File: src/hw/rtl/xxtea_pkg.sv
`default_nettype none

package xxtea_pkg;

  // block geometry and round count
  localparam int BLOCK_WORDS = 5;
  localparam int ROUNDS      = 6;
  localparam int STEPS       = ROUNDS * BLOCK_WORDS;
  localparam int POS_W       = (BLOCK_WORDS > 2) ? $clog2(BLOCK_WORDS) : 1;
  localparam int KEY_WORDS   = 4;
  localparam int CFG_INDEX_W = 3;

  // golden-ratio delta and the starting sum for decryption
  localparam logic [31:0] DELTA        = 32'h9e37_79b9;
  localparam logic [63:0] SUM_DEC_WIDE = 64'(ROUNDS) * 64'h9e37_79b9;
  localparam logic [31:0] SUM_DEC_INIT = SUM_DEC_WIDE[31:0];

  typedef logic [31:0] word_t;
  typedef word_t [BLOCK_WORDS-1:0] block_t;
  typedef word_t [KEY_WORDS-1:0] key_t;

  typedef enum logic {
    OP_ENCRYPT = 1'b0,
    OP_DECRYPT = 1'b1
  } op_e;

  // payload carried from cell to cell: words are kept rotated so that
  // the word being updated always sits in slot 0
  typedef struct packed {
    op_e               op;
    word_t             sum;
    logic [POS_W-1:0]  pos;
    block_t            words;
  } stage_t;

endpackage

`default_nettype wire

File: src/hw/rtl/xxtea_cell.sv
`default_nettype none

module xxtea_cell (
  input  wire                   clk_i,
  input  wire                   rst_ni,
  input  xxtea_pkg::key_t       key_i,
  input  wire                   valid_i,
  input  xxtea_pkg::stage_t     stage_i,
  output logic                  valid_o,
  output xxtea_pkg::stage_t     stage_o
);
  import xxtea_pkg::*;

  logic              valid_q;
  stage_t            stage_q;
  stage_t            stage_d;
  word_t             target;
  word_t             z;
  word_t             y;
  word_t             mix_a;
  word_t             mix_b;
  word_t             mix;
  word_t             upd;
  word_t             pos_ext;
  logic [1:0]        key_sel;
  logic              last_pos;
  logic              first_pos;

  // neighbors of the updated word in the rotated block
  assign target = stage_i.words[0];
  assign z      = stage_i.words[BLOCK_WORDS-1];
  assign y      = stage_i.words[1];

  // key word select from position and sum
  assign pos_ext = 32'(stage_i.pos);
  assign key_sel = pos_ext[1:0] ^ stage_i.sum[3:2];

  // xxtea mix
  assign mix_a = ((z >> 5) ^ (y << 2)) + ((y >> 3) ^ (z << 4));
  assign mix_b = (stage_i.sum ^ y) + (key_i[key_sel] ^ z);
  assign mix   = mix_a ^ mix_b;
  assign upd   = (stage_i.op == OP_DECRYPT) ? (target - mix) : (target + mix);

  assign last_pos  = (stage_i.pos == POS_W'(BLOCK_WORDS - 1));
  assign first_pos = (stage_i.pos == '0);

  // rotate and step position and sum
  always_comb begin
    stage_d    = stage_i;
    if (stage_i.op == OP_DECRYPT) begin
      stage_d.words[0] = stage_i.words[BLOCK_WORDS-1];
      stage_d.words[1] = upd;
      for (int i = 2; i < BLOCK_WORDS; i++) begin
        stage_d.words[i] = stage_i.words[i-1];
      end
      stage_d.pos = first_pos ? POS_W'(BLOCK_WORDS - 1) : stage_i.pos - 1'b1;
      stage_d.sum = first_pos ? stage_i.sum - DELTA : stage_i.sum;
    end else begin
      for (int i = 0; i < BLOCK_WORDS - 1; i++) begin
        stage_d.words[i] = stage_i.words[i+1];
      end
      stage_d.words[BLOCK_WORDS-1] = upd;
      stage_d.pos = last_pos ? '0 : stage_i.pos + 1'b1;
      stage_d.sum = last_pos ? stage_i.sum + DELTA : stage_i.sum;
    end
  end

  // valid flag
  always_ff @(posedge clk_i or negedge rst_ni) begin
    if (!rst_ni) begin
      valid_q <= 1'b0;
    end else begin
      valid_q <= valid_i;
    end
  end

  // payload register
  always_ff @(posedge clk_i) begin
    if (valid_i) begin
      stage_q <= stage_d;
    end
  end

  assign valid_o = valid_q;
  assign stage_o = stage_q;

endmodule

`default_nettype wire

File: config.mk
export PLATFORM = sky130hd
export DESIGN_NAME = xxtea_cell
export DESIGN_NICKNAME = d
export VERILOG_FILES = /design/src/hw/rtl/xxtea_pkg.sv /design/src/hw/rtl/xxtea_cell.sv
export SDC_FILE = /design/constraint.sdc
export NUM_CORES = 1
export LEC_CHECK = 0
export BUFFER_PORTS_ARGS = -buffer_cell sky130_fd_sc_hd__buf_2
export CORE_MARGIN = 4
export CORE_UTILIZATION = 35
export CTS_CLUSTER_DIAMETER = 120
export DETAILED_ROUTE_END_ITERATION = 7
export GPL_ROUTABILITY_DRIVEN = 0
export SLEW_MARGIN = 5
export SYNTH_ARGS = -nofsm -noshare
export SYNTH_HDL_FRONTEND = slang
export SYNTH_SLANG_ARGS = --single-unit
File: constraint.sdc
create_clock -name clk_i -period 0.87 [get_ports clk_i]
set_input_delay 0.087 -clock clk_i [delete_from_list [all_inputs] [get_ports clk_i]]
set_output_delay 0.087 -clock clk_i [all_outputs]
set_load 0.1 [all_outputs]
==> results.tsv <==
metric	value	unit
routed vias/inst	5.39	
FMAX	0.173	GHz
Worst slew margin	0.540	
number of CTS-inserted buffers	17	
Starting Density	0.354	
Pre-antenna DRT Iters	8	
Critical path origin	stage_i[165]	
Hold Fails Final Rpt	0	
worst-margin pin slew	0.679	ns
Final min period	5.78	ns
final core utilization	0.648	
max_cap viols	0	
Mapped Cells	1648	
Mapped Area	16900	um^2
Critical-path top delay cell	mux4_2	
CP peak stage delay	0.57	ns
row cnt	80	
Syn-to-layout area delta	82.9	%
final period utilization	6.64	
Clock Path Buffers	2	
metal2 WL	36.6	mm
YS warnings	0	
Post-synth top cells	edfxtp_1 (196), xor2_1 (175), nand2_1 (148)	
Synth async-reset ratio	0.00508	
final setup margin	-4.91	ns
Final nets	3204	
Die Ht	228	um
CTS tree	done	
sequential area share after synthesis	0.350	
DR vias	18400	
Final Power	110	mW
Detail Route Antenna Nets	0	
Setup crit end	stage_o[154]$_DFFE_PP_	
Reg clk slew, reported paths	0.08	ns
antenna violations before repair	6	
Pleak	13.6	nW
VDD IR max	1.84	mV
largest net degree at the start of global routing	82	
Worst path most repeated cell	a21oi_2	
most numerous cell in the Yosys netlist	edfxtp_1	
Detailed Place HPWL	58.8	mm
Req. time, crit path	1.23	ns
routed wl met3	4.81	mm
RSZ-0062 raised after global routing	true	
die area	51800	um^2
GRT overflow	0	
layout cells sized above 1	0.554	
CTS Sinks	197	
Synth top area share	0.349	
Die W	228	um
non-filler cells, final	3407	
CP max FO	4	
fillers	3548	
Placed Instances	3215	
Iteration-0 DRC Markers	1279	
critical path class	input port to flip-flop	
largest cells by area after synthesis	edfxtp_1 (35%), xor2_1 (9.1%), ha_1 (7.4%)	
DR WL/cell	22.0	um
WL met1	31.0	mm
vias in the first global route	18600	
post-route cell area	30900	um^2
Arr. time, crit path	6.14	ns
pwr/cell area	3580	nW/um^2
Final Setup Violations	390	
Boundary Pins	524	
root buf cell	clkbuf_16	
main flop type after synthesis	edfxtp_1	
max-slew violation count	0	
Setup crit start kind	input port	
Routed WL	75.0	mm
core area	47600	um^2
CP Capture Type	flip-flop	
EDFF count, synth	196	
# port buffers	523	
Netlist cell types	98	
Area after DPL	27100	um^2
# DRC	0	
top cell type by total area after synthesis	edfxtp_1	
total track usage	0.275	
syn_nets	2078	
Yosys reg bits	197	
H-tree levels	4	
violated checks	setup timing	
max layer used	met5	
Avg Cell Area, Syn	10.2	um^2
first-pass GRT wire length	108	mm
Worst Hold Class	input port to flip-flop	
status	finished with violations	
[worst min path at each step]
stage                            start                      to  slack (ns)  cells past startpoint
after floorplan                 rst_ni       valid_o$_DFF_PN0_       -0.21                      0
after global placement          rst_ni       valid_o$_DFF_PN0_       -0.14                      1
after detailed placement        rst_ni       valid_o$_DFF_PN0_       -0.14                      1
after CTS                 stage_i[160]  stage_o[160]$_DFFE_PP_      0.0003                      3
after global routing      stage_i[160]  stage_o[160]$_DFFE_PP_        0.04                      3
final                     stage_i[160]  stage_o[160]$_DFFE_PP_        0.05                      3
[layer usage]
metal / track usage / up-vias
li1: - / 8416
met1: 0.358 / 8976
met2: 0.470 / 808
met3: 0.0450 / 172
met4: 0.0906 / 2
met5: 0 / -
[registers in the layout (all words and copies together), names as in the netlist]
signal,count
stage_o,196
valid_o,1
[power by group]
group	internal, mW	switching, mW	total [mW]
combinational	40.3	46.5	86.8
clock	4.01	4.07	8.08
sequential	13.7	1.81	15.5
total	58.0	52.3	110
[worst max-delay path: cells and delay by family]
| kind | cells | cell delay [ns] |
|---|---|---|
| AOI/OAI and AO/OA | 10 | 1.92 |
| xor gates and xnor gates | 4 | 0.90 |
| adders and majority gates | 3 | 0.90 |
| buffers and inverters | 4 | 0.60 |
| muxes | 1 | 0.57 |
| and+or+nand+nor | 8 | 1.14 |
[cell type report]
type,instances,area (um^2),share of cell area
antenna,5,12.5,0.000405
clock buffer,17,425,0.0138
clock inverter,15,150,0.00487
inverter,37,165,0.00535
multi-input combinational,1343,12300,0.399
sequential,197,5910,0.192
tap,615,769,0.0249
timing repair buffer,1178,11100,0.360
[what timing repair did]
item	4_1_cts	5_1_grt
hold buffers	76	0
endpoints found under the hold margin	140	0
setup buffers	46	44
gates cloned	1	0
resized for setup	231	158
setup endpoints to repair	390	390
pin swaps	108	120
[layout by cell type, fill, tap and decap left out, types with 14 or more instances in the layout]
| cell | synthesis | layout |
|---|---|---|
| nand4_1 | 18 | 18 |
| mux4_2 | 32 | 32 |
| nor3_1 | 34 | 25 |
| inv_1 | 36 | 30 |
| ha_1 | 100 | 87 |
| a21oi_1 | 104 | 72 |
| buf_2 | 7 | 320 |
| nor2_1 | 94 | 76 |
| o211ai_1 | 15 | 15 |
| mux2_2 | 100 | 87 |
| xnor2_2 | 2 | 17 |
| xnor2_1 | 88 | 60 |
| xor2_2 | 0 | 14 |
| o21ai_2 | 1 | 24 |
| nand3_1 | 25 | 22 |
| buf_6 | 2 | 38 |
| o21ai_1 | 15 | 68 |
| a21oi_2 | 6 | 32 |
| a31oi_1 | 19 | 15 |
| dlygate4sd3_1 | 0 | 76 |
| buf_4 | 0 | 527 |
| clkbuf_16 | 0 | 18 |
| a21o_1 | 31 | 31 |
| buf_12 | 0 | 203 |
| xor2_1 | 175 | 158 |
| edfxtp_1 | 196 | 196 |
| o21ai_0 | 104 | 26 |
| nand2_1 | 148 | 137 |
[per-stage QoR]
step	hold slack, ns	setup slack (ns)	TNS, ns
2_1_floorplan	-0.209	-4.91	-328.48
3_3_place_gp	-0.138	-5.42	-476.27
3_5_place_dp	-0.137	-5.50	-486.39
4_1_cts	0.000284	-4.69	-349.43
5_1_grt	0.0387	-5.16	-381.59
6_report	0.0457	-4.91	-361.23
[cell families (layout without fill, tap and decap cells)]
kind of cell	after synthesis	after routing	synth area share
AOI/OAI and AO/OA	416	416	0.162
and+or+nand+nor	415	415	0.122
xor gates and xnor gates	275	275	0.152
DFF	197	197	0.350
muxes	134	134	0.111
buffers and inverters	108	1247	0.0255
adders and majority gates	103	103	0.0777
other	0	5	0
(Power assumes the default switching activity.)
